<file path="src/multi_axis_step_generator_assert.svh">
// Assertion macros for the step generator; clock clk, reset arst_n taken from scope.
`ifndef MULTI_AXIS_STEP_GENERATOR_ASSERT_SVH
`define MULTI_AXIS_STEP_GENERATOR_ASSERT_SVH

// same-cycle implication
`define MSG_ASSERT_IMP(lbl, a, c) \
	lbl: assert property (@(posedge clk) disable iff (!arst_n) (a) |-> (c)) \
		else $error("step generator: same-cycle check failed");

// next-cycle implication
`define MSG_ASSERT_NXT(lbl, a, c) \
	lbl: assert property (@(posedge clk) disable iff (!arst_n) (a) |=> (c)) \
		else $error("step generator: next-cycle check failed");

`endif

</file>
<file path="src/msg_pkg.sv">
// Shared types, constants and helpers of the step generator.
package msg_pkg;

	localparam int POSITION_WIDTH      = 32;
	localparam int MAX_EVENTS_PER_TICK = 4;
	localparam int CNT_W   = $clog2(MAX_EVENTS_PER_TICK + 1);
	localparam int CFG_W   = 31;
	localparam int IDX_W   = 3;
	localparam int EV_W    = 3;
	localparam int PINS_W  = 6;
	localparam int ERR_W   = 33;
	localparam int NUM_AX  = 4;
	localparam int NUM_ES  = 3;
	localparam int IN_W    = 16;
	localparam int OUT_W   = 168;

	typedef enum logic {
		OP_START = 1'b0,
		OP_TICK  = 1'b1
	} msg_op_t;

	typedef enum logic [IDX_W-1:0] {
		REG_EVENT_COUNT = 3'd0,
		REG_STEPS_X     = 3'd1,
		REG_STEPS_Y     = 3'd2,
		REG_STEPS_Z     = 3'd3,
		REG_STEPS_E     = 3'd4,
		REG_DIRECTION   = 3'd5,
		REG_ENDSTOP_EN  = 3'd6
	} msg_reg_t;

	typedef struct packed {
		logic capture;  // latch input payload
		logic start;    // preload error counters, clear event count
		logic check;    // endstop sampling for a tick
		logic step;     // one step event into the output register
		logic status;   // idle status result into the output register
		logic last;     // result is the final one of its tick
	} msg_cmd_t;

	typedef struct packed {
		logic more;       // completed < event_count
		logic more_next;  // completed + 1 < event_count
	} msg_stat_t;

	function automatic logic [CNT_W-1:0] clamp_events(input logic [EV_W-1:0] ev);
		logic [CNT_W-1:0] r;
		if (int'(ev) == 0) begin
			r = CNT_W'(1);
		end else if (int'(ev) > MAX_EVENTS_PER_TICK) begin
			r = CNT_W'(MAX_EVENTS_PER_TICK);
		end else begin
			r = CNT_W'(ev);
		end
		return r;
	endfunction

	function automatic logic [31:0] pos_out(input logic [POSITION_WIDTH-1:0] p);
		return 32'($signed(p));
	endfunction

endpackage

</file>
<file path="src/msg_ctrl.sv">
// Sequencer: input handshake, event loop and output valid.
module msg_ctrl (
	input  logic                          clk,
	input  logic                          arst_n,
	input  logic                          s_valid,
	output logic                          s_ready,
	input  msg_pkg::msg_op_t              opcode,
	input  logic [msg_pkg::EV_W-1:0]      events_this_tick,
	output logic                          m_valid,
	input  logic                          m_ready,
	output msg_pkg::msg_cmd_t             cmd,
	input  msg_pkg::msg_stat_t            st
);

	typedef enum logic [1:0] {
		IDLE,
		EXEC,
		STEP
	} state_t;

	state_t                     state_q;
	msg_pkg::msg_op_t           op_q;
	logic [msg_pkg::CNT_W-1:0]  n_q;
	logic [msg_pkg::CNT_W-1:0]  k_q;
	logic                       m_valid_q;
	logic                       out_free;
	logic                       fin;

	assign s_ready  = (state_q == IDLE);
	assign m_valid  = m_valid_q;
	assign out_free = !m_valid_q || m_ready;
	// tick ends when count reached or the block runs out of events
	assign fin = (msg_pkg::CNT_W'(k_q + 1'b1) == n_q) || !st.more_next;

	always_comb begin
		cmd         = '0;
		cmd.capture = s_valid && s_ready;
		case (state_q)
			EXEC: begin
				cmd.start = (op_q == msg_pkg::OP_START);
				cmd.check = (op_q == msg_pkg::OP_TICK);
			end
			STEP: begin
				if (out_free) begin
					cmd.step   = st.more;
					cmd.status = !st.more;
					cmd.last   = st.more ? fin : 1'b1;
				end
			end
			default: begin
			end
		endcase
	end

	always_ff @(posedge clk or negedge arst_n) begin
		if (!arst_n) begin
			state_q   <= IDLE;
			op_q      <= msg_pkg::OP_START;
			n_q       <= '0;
			k_q       <= '0;
			m_valid_q <= 1'b0;
		end else begin
			if (cmd.step || cmd.status) begin
				m_valid_q <= 1'b1;
			end else if (m_ready) begin
				m_valid_q <= 1'b0;
			end
			case (state_q)
				IDLE: begin
					if (cmd.capture) begin
						op_q    <= opcode;
						n_q     <= msg_pkg::clamp_events(events_this_tick);
						k_q     <= '0;
						state_q <= EXEC;
					end
				end
				EXEC: begin
					state_q <= (op_q == msg_pkg::OP_TICK) ? STEP : IDLE;
				end
				STEP: begin
					if (cmd.step || cmd.status) begin
						k_q <= msg_pkg::CNT_W'(k_q + 1'b1);
						if (cmd.last) begin
							state_q <= IDLE;
						end
					end
				end
				default: begin
					state_q <= IDLE;
				end
			endcase
		end
	end

endmodule

</file>
<file path="src/msg_dp.sv">
// Datapath: configuration, error counters, positions, endstops, output register.
module msg_dp (
	input  logic                              clk,
	input  logic                              arst_n,
	input  logic                              cfg_we,
	input  logic [msg_pkg::IDX_W-1:0]         cfg_index,
	input  logic [msg_pkg::CFG_W-1:0]         cfg_data,
	input  logic [msg_pkg::PINS_W-1:0]        endstop_pins,
	input  msg_pkg::msg_cmd_t                 cmd,
	output msg_pkg::msg_stat_t                st,
	output logic [msg_pkg::OUT_W-1:0]         out_data,
	output logic                              out_last
);

	localparam int PW = msg_pkg::POSITION_WIDTH;
	localparam int EW = msg_pkg::ERR_W;

	logic [msg_pkg::CFG_W-1:0]  ec_q;
	logic [msg_pkg::CFG_W-1:0]  steps_q [msg_pkg::NUM_AX];
	logic [msg_pkg::NUM_AX-1:0] dir_q;
	logic                       en_q;

	logic [EW-1:0]              err_q   [msg_pkg::NUM_AX];
	logic [PW-1:0]              pos_q   [msg_pkg::NUM_AX];
	logic [msg_pkg::CFG_W-1:0]  done_q;
	logic [msg_pkg::PINS_W-1:0] prev_q;
	logic [msg_pkg::NUM_ES-1:0] hit_q;
	logic [msg_pkg::PINS_W-1:0] pins_q;

	logic [EW-1:0]              sum     [msg_pkg::NUM_AX];
	logic [EW-1:0]              err_nx  [msg_pkg::NUM_AX];
	logic [PW-1:0]              pos_nx  [msg_pkg::NUM_AX];
	logic [PW-1:0]              pos_sel [msg_pkg::NUM_AX];
	logic [msg_pkg::NUM_AX-1:0] fire;
	logic [msg_pkg::CFG_W-1:0]  done_inc;
	logic [msg_pkg::CFG_W-1:0]  done_sel;
	logic [msg_pkg::NUM_ES-1:0] hit_nx;
	logic [msg_pkg::PINS_W-1:0] prev_nx;
	logic                       any_hit;

	assign done_inc     = msg_pkg::CFG_W'(done_q + 1'b1);
	assign st.more      = (done_q < ec_q);
	assign st.more_next = ({1'b0, done_q} + 32'd1) < {1'b0, ec_q};

	// one step event: all four axes side by side
	always_comb begin
		for (int a = 0; a < msg_pkg::NUM_AX; a++) begin
			sum[a]  = err_q[a] + EW'(steps_q[a]);
			fire[a] = (sum[a] != '0) && !sum[a][EW-1];
			err_nx[a] = fire[a] ? EW'(sum[a] - EW'(ec_q)) : sum[a];
			if (!fire[a]) begin
				pos_nx[a] = pos_q[a];
			end else if (dir_q[a]) begin
				pos_nx[a] = PW'(pos_q[a] - 1'b1);
			end else begin
				pos_nx[a] = PW'(pos_q[a] + 1'b1);
			end
			pos_sel[a] = cmd.step ? pos_nx[a] : pos_q[a];
		end
		done_sel = cmd.step ? done_inc : done_q;
	end

	// endstops: only the one on the side of travel, two triggered samples in a row
	always_comb begin
		logic [2:0] idx;
		hit_nx  = hit_q;
		prev_nx = prev_q;
		any_hit = 1'b0;
		for (int a = 0; a < msg_pkg::NUM_ES; a++) begin
			idx = 3'(2 * a + (dir_q[a] ? 0 : 1));
			if (!pins_q[idx] && prev_q[idx] && (steps_q[a] != '0)) begin
				hit_nx[a] = 1'b1;
				any_hit   = 1'b1;
			end
			prev_nx[idx] = !pins_q[idx];
		end
	end

	always_ff @(posedge clk or negedge arst_n) begin
		if (!arst_n) begin
			ec_q   <= '0;
			dir_q  <= '0;
			en_q   <= 1'b0;
			done_q <= '0;
			prev_q <= '0;
			hit_q  <= '0;
			for (int a = 0; a < msg_pkg::NUM_AX; a++) begin
				steps_q[a] <= '0;
				err_q[a]   <= '0;
				pos_q[a]   <= '0;
			end
		end else begin
			if (cfg_we) begin
				case (msg_pkg::msg_reg_t'(cfg_index))
					msg_pkg::REG_EVENT_COUNT: ec_q       <= cfg_data;
					msg_pkg::REG_STEPS_X:     steps_q[0] <= cfg_data;
					msg_pkg::REG_STEPS_Y:     steps_q[1] <= cfg_data;
					msg_pkg::REG_STEPS_Z:     steps_q[2] <= cfg_data;
					msg_pkg::REG_STEPS_E:     steps_q[3] <= cfg_data;
					msg_pkg::REG_DIRECTION:   dir_q      <= cfg_data[msg_pkg::NUM_AX-1:0];
					msg_pkg::REG_ENDSTOP_EN:  en_q       <= cfg_data[0];
					default: begin
					end
				endcase
			end
			if (cmd.start) begin
				for (int a = 0; a < msg_pkg::NUM_AX; a++) begin
					err_q[a] <= EW'(-EW'(ec_q >> 1));
				end
				done_q <= '0;
			end
			if (cmd.check && en_q) begin
				hit_q  <= hit_nx;
				prev_q <= prev_nx;
				if (any_hit) begin
					done_q <= ec_q;
				end
			end
			if (cmd.step) begin
				for (int a = 0; a < msg_pkg::NUM_AX; a++) begin
					err_q[a] <= err_nx[a];
					pos_q[a] <= pos_nx[a];
				end
				done_q <= done_inc;
			end
		end
	end

	// input payload and output register: no reset needed
	always_ff @(posedge clk) begin
		if (cmd.capture) begin
			pins_q <= endstop_pins;
		end
		if (cmd.step || cmd.status) begin
			out_data <= {1'b0,
				done_sel >= ec_q,
				hit_q,
				done_sel,
				msg_pkg::pos_out(pos_sel[3]),
				msg_pkg::pos_out(pos_sel[2]),
				msg_pkg::pos_out(pos_sel[1]),
				msg_pkg::pos_out(pos_sel[0]),
				cmd.step ? fire : 4'b0000};
			out_last <= cmd.last;
		end
	end

endmodule

</file>
<file path="src/multi_axis_step_generator.sv">
// Four-axis line-tracing step generator with endstop stop.
// Start request: accept, then preload; it gives no result.
// Tick request: accept, endstop check, then r results (1 to 4), one step event per cycle through
//   the per-axis error adders while the output is not stalled; an output stall holds it.
// Next request is taken once the last result of a tick is in the output register.
// arst_n clears config, counters, positions, endstop history and hit flags.
module multi_axis_step_generator (
	input  logic                          clk,
	input  logic                          arst_n,
	// input stream
	input  logic                          s_tvalid,
	output logic                          s_tready,
	input  logic [msg_pkg::IN_W-1:0]      s_tdata,   // events_this_tick[2:0], endstop_pins[8:3]
	input  logic                          s_tuser,   // opcode: 0 start block, 1 tick
	// result stream
	output logic                          m_tvalid,
	input  logic                          m_tready,
	// step_pulses[3:0], position_x[35:4], position_y[67:36], position_z[99:68],
	// position_e[131:100], events_done[162:132], endstop_hit[165:163], block_done[166]
	output logic [msg_pkg::OUT_W-1:0]     m_tdata,
	output logic                          m_tlast,   // last result of the tick
	// register writes
	input  logic                          cfg_valid,
	output logic                          cfg_ready,
	input  logic [msg_pkg::IDX_W-1:0]     cfg_index,
	input  logic [msg_pkg::CFG_W-1:0]     cfg_data
);

	msg_pkg::msg_cmd_t  cmd;
	msg_pkg::msg_stat_t st;

	// the user must write registers only between requests (the block does not enforce it), so always take them
	assign cfg_ready = 1'b1;

	// sequencer: one request at a time, one event per cycle while the output is not stalled
	msg_ctrl u_ctrl (
		.clk              (clk),
		.arst_n           (arst_n),
		.s_valid          (s_tvalid),
		.s_ready          (s_tready),
		.opcode           (msg_pkg::msg_op_t'(s_tuser)),
		.events_this_tick (s_tdata[msg_pkg::EV_W-1:0]),
		.m_valid          (m_tvalid),
		.m_ready          (m_tready),
		.cmd              (cmd),
		.st               (st)
	);

	// counters, positions, endstop logic and the result register
	msg_dp u_dp (
		.clk          (clk),
		.arst_n       (arst_n),
		.cfg_we       (cfg_valid && cfg_ready),
		.cfg_index    (cfg_index),
		.cfg_data     (cfg_data),
		.endstop_pins (s_tdata[msg_pkg::EV_W +: msg_pkg::PINS_W]),
		.cmd          (cmd),
		.st           (st),
		.out_data     (m_tdata),
		.out_last     (m_tlast)
	);

`include "multi_axis_step_generator_assert.svh"

	// a step is only taken while the block has events left
	`MSG_ASSERT_IMP(a_step_needs_events, cmd.step, st.more)
	// nothing overwrites a result that is still waiting
	`MSG_ASSERT_IMP(a_no_overwrite, (cmd.step || cmd.status), (!m_tvalid || m_tready))
	// an accepted request blocks the input in the next cycle
	`MSG_ASSERT_NXT(a_one_at_a_time, (s_tvalid && s_tready), !s_tready)
	// counter look-ahead is consistent
	`MSG_ASSERT_IMP(a_lookahead, st.more_next, st.more)

endmodule
</file>
<file path="config.mk">
export PLATFORM = sky130hd
export DESIGN_NAME = multi_axis_step_generator
export DESIGN_NICKNAME = d
export VERILOG_FILES = /design/src/msg_pkg.sv /design/src/msg_ctrl.sv /design/src/msg_dp.sv /design/src/multi_axis_step_generator.sv
export VERILOG_INCLUDE_DIRS = /design/src /design/src/src
export SDC_FILE = /design/constraint.sdc
export NUM_CORES = 2
export LEC_CHECK = 0
export ABC_AREA = 1
export BUFFER_PORTS_ARGS = -buffer_cell sky130_fd_sc_hd__buf_2
export CELL_PAD_IN_SITES_DETAIL_PLACEMENT = 1
export CELL_PAD_IN_SITES_GLOBAL_PLACEMENT = 2
export CORE_MARGIN = 3
export CORE_UTILIZATION = 39
export DETAILED_ROUTE_END_ITERATION = 6
export PLACE_DENSITY_LB_ADDON = 0.1
export SLEW_MARGIN = 20
export SYNTH_ARGS = -nofsm -noshare
export SYNTH_HDL_FRONTEND = slang
export SYNTH_SLANG_ARGS = --single-unit
</file>
<file path="constraint.sdc">
create_clock -name clk -period 26.9 [get_ports clk]
set_clock_uncertainty 0.05 [all_clocks]
set_input_delay 2.69 -clock clk [delete_from_list [all_inputs] [get_ports clk]]
set_output_delay 2.69 -clock clk [all_outputs]
set_load 0.02 [all_outputs]
</file>
==> impl_metrics.py <==
metrics = {
    "flow_run": {
        "cap_violations": 0,
    },
    "clock_tree": {
        "cts_max_level": 3,
        "hold_buffers": 0,
        "cts_tree": "done",
        "clock-sinks": 644,
        "numCtsBuffers": 82,
        "clk_pin_slew_worst_paths_ps": 60,
        "post_cts_buffers": 0,
        "clock_latency_ps": 710,
        "cts-root-buf": "clkbuf_16",
        "cts_buffer_depth": 3,
        "cts_resized": 0,
    },
    "yosys": {
        "ys_top_cells_by_area": "dfrtp_1 (22%), nand2_1 (16%), ha_1 (11%), edfxtp_1 (10%), inv_1 (7.7%)",
        "synthCells": 7461,
        "yosysTopAreaCell": "dfrtp_1",
        "syn_nets": 7991,
        "ys_ff_latch": 644,
        "synth_compound_area_frac": 0.1379,
        "synth_xor_area_frac": 0.05328,
        "yosysMostFrequentCell": "nand2_1",
        "synth_commonest_cells": "nand2_1 (2,194), inv_1 (1,069), nor2_1 (499)",
        "synth_top_area_share": 0.2245,
        "synth_top_family_by_area": "simple AND/OR/NAND/NOR gates",
        "ys_types": 67,
        "synthMuxAreaShare": 0,
        "yosysSeqAreaShare": 0.3242,
        "yosys.area_share.simple": 0.2778,
        "ys_async_sr_fraction": 0.7298,
        "yosysWarningCount": 0,
        "synth_edf_count": 174,
        "syn-cell-area_um2": 52400,
        "synth_area_per_cell_um2": 7.023,
        "synth_ff_type": "dfrtp_1",
        "synth_fa_ha_area_frac": 0.1149,
    },
    "detailed_routing": {
        "route.final.wire_length_um": 216500,
        "dr.first_iter.drc_count": 3072,
        "dr.pass1.iters": 5,
        "routedWlPerCell_um": 22.75,
        "drt-vias-per-instance": 5.380,
        "via_count": 51220,
        "drc_errors": 0,
        "drtAntennaViolNets": 0,
    },
    "floorplan": {
        "die_w_um": 372.5,
        "die_area_um2": 138800,
        "coreArea_um2": 132500,
        "ios": 228,
        "die_h_um": 372.5,
        "initial_utilization": 0.3955,
        "rows": 133,
    },
    "power_and_ir_drop": {
        "pwr-share-comb": 0.685,
        "netSwitchingFraction": 0.5444,
        "power_density_nw_per_um2": 156.3,
        "p_sw_mw": 4.971,
        "ir_drop_mv": 0.1602,
        "p_clk_frac": 0.133,
        "leakagePower_nw": 30.05,
        "seqPwrFrac": 0.182,
        "p_int_mw": 4.160,
    },
    "worst_setup_path": {
        "rr_worst_depth": 21,
        "crit_type": "flop to flop",
        "critPathRequiredTime_ps": 27420,
        "cp.arrival_ps": 7540,
        "cp_max_fo": 47,
        "start_kind": "flop",
        "end_kind": "flop",
    },
    "grt": {
        "antenna_found_initial": 26,
        "grt_pass1_wl_um": 322800,
        "track_usage": 0.3089,
        "grt_pass1_vias": 51690,
        "grt_max_degree": 71,
        "grt_overflow": 0,
    },
    "sta": {
        "fmax_mhz": 142.4,
        "finalSetupViolations": 0,
        "maxSlewHeadroom": 0.2665,
        "finalCritPeriodShare": 0.2610,
        "fin_crit_ps": 7020,
        "rsz0062_at_grt": "no",
        "finalMaxSlewViolations": 0,
        "fin_setup_tns_ps": 0,
        "finalHoldViolations": 0,
        "worstMarginPinSlew_ps": 1097,
    },
    "final_layout": {
        "nets": 8216,
        "syn_to_final_growth_pct": 11.51,
        "layout-drive-gt1-share": 0.06859,
        "final_core_util": 0.4411,
        "nFillCells": 16970,
    },
    "placed_design": {
        "hpwl_um": 165900,
        "gp_congestion": 0.9422,
        "portBuffers": 218,
    },
    "outcome": {
        "status": "finished, final reports clean",
    },
    "worst_hold_path": {
        "hold_class": "flop to flop",
        "hold_depth": 0,
    },
}
-- cell families after synthesis --
family / Yosys count
flops: 644
fa+ha+maj: 474
compound gates: 1303
xor+xnor: 317
buf+inv: 1233
other cells: 2
simple gates: 3488
-- per-layer routing --
layer | global-route usage | part of all wire | up-vias
met1 | 0.3984 | 0.44 | 24920
li1 | - | - | 24820
met2 | 0.5140 | 0.46 | 1129
met3 | 0.03506 | 0.043 | 349
met5 | 0 | 0.00018 | -
met4 | 0.1487 | 0.055 | 6
-- per-stage QoR --
step                      total power, mW  instance area, µm²  worst slack, ps  hold slack [ps]  instances
after floorplan                     6.020               52400            13060            369.2       7461
final                               9.131               58430            19880            401.1       9519
after detailed placement            7.876               55480            19440            385.6       9357
after CTS                           9.155               58400            19910            402.4       9511
after global routing                10.00               58410            19630            430.5       9512
after global placement              7.741               55480            19510            387.1       9357
-- critical path, stage by stage (launching register included) --
cell and delay, ps:
dfrtp_1 520, inv_1 740, ha_1 390, a21oi_1 150, o21a_1 160, o221ai_1 140, a31oi_1 410, nand2_1 210
nor2_4 110, buf_4 440, clkinv_2 650, buf_4 590, nor2_1 260, o21bai_1 160, inv_1 110, ha_1 300
nand2_1 60, inv_1 60, nand3_1 90, nor4b_1 910, a22oi_1 150, nand3_1 140
-- power groups by stage --
stage                     registers (mW)  clock network [mW]  logic [mW]
after floorplan                     1.67                   0        4.35
after global placement              1.67                   0        6.07
after detailed placement            1.68                   0        6.20
after CTS                           1.67                1.24        6.25
after global routing                1.70                1.28        7.03
final                               1.66                1.21        6.25
-- cell type report --
cell class | count | area, µm² | area share
repair buffers | 273 | 1514 | 0.02591
diodes | 8 | 20.02 | 0.0003426
inverters | 1101 | 4149 | 0.07101
multi-input cells | 5584 | 30650 | 0.5246
clock inverters | 48 | 690.7 | 0.01182
clock buffers | 106 | 2222 | 0.03803
flip-flops and latches | 644 | 16990 | 0.2907
well taps | 1755 | 2196 | 0.03758
-- worst paths after layout --
check	from	endpoint	slack, ps
max	u_dp.ec_q[16]	u_dp.out_data[166]	19880
max reg2reg	u_dp.ec_q[16]	u_dp.out_data[166]	19880
min reg2reg	u_dp.hit_q[2]	u_dp.out_data[165]	400
max in group asynchronous	arst_n	u_dp.err_q[28]	22720
min	u_dp.hit_q[2]	u_dp.out_data[165]	400
min in group asynchronous	arst_n	u_dp.pos_q[22]	1880
-- placed cells by master, fill, tap and decap left out, types with 8 or more instances in the layout --
cell type	netlist	layout
edfxtp_1	174	174
inv_1	1069	1069
nor4_1	45	45
o21ai_1	63	63
a31oi_1	15	15
buf_2	31	217
clkinv_2	0	14
nor2_2	10	11
dfrtp_1	470	470
clkbuf_8	0	8
buf_4	18	55
diode_2	0	8
nor3_1	81	80
nor2_1	499	497
inv_2	28	26
a21boi_0	21	21
nand2_2	16	18
xnor2_1	124	124
bufinv_16	0	14
nand3_1	466	465
o211ai_1	18	18
nor3_2	7	8
clkbuf_16	0	82
nand3b_1	28	28
o21a_1	27	27
ha_1	462	462
nand2_1	2194	2190
and2_1	16	16
a21oi_1	484	484
o21bai_1	80	80
nand4_1	88	88
fa_1	12	12
or2_2	15	15
a21o_1	35	35
o21ai_2	18	18
o21ai_0	498	497
clkbuf_1	68	16
xor2_1	191	191
-- flip-flops by register name, summed over array words and instances (netlist names) --
name            count
u_dp.dir_q          4
u_dp.ec_q          31
u_dp.err_q        132
u_dp.hit_q          3
u_dp.pos_q        128
u_dp.prev_q         6
u_ctrl.k_q          3
u_dp.en_q           1
u_dp.out_last       1
u_ctrl.op_q         1
u_ctrl.m_valid      1
u_ctrl.state_q      2
u_dp.steps_q      124
u_dp.pins_q         6
u_dp.out_data     167
u_dp.done_q        31
u_ctrl.n_q          3
Power figures use the tool's default switching activity.
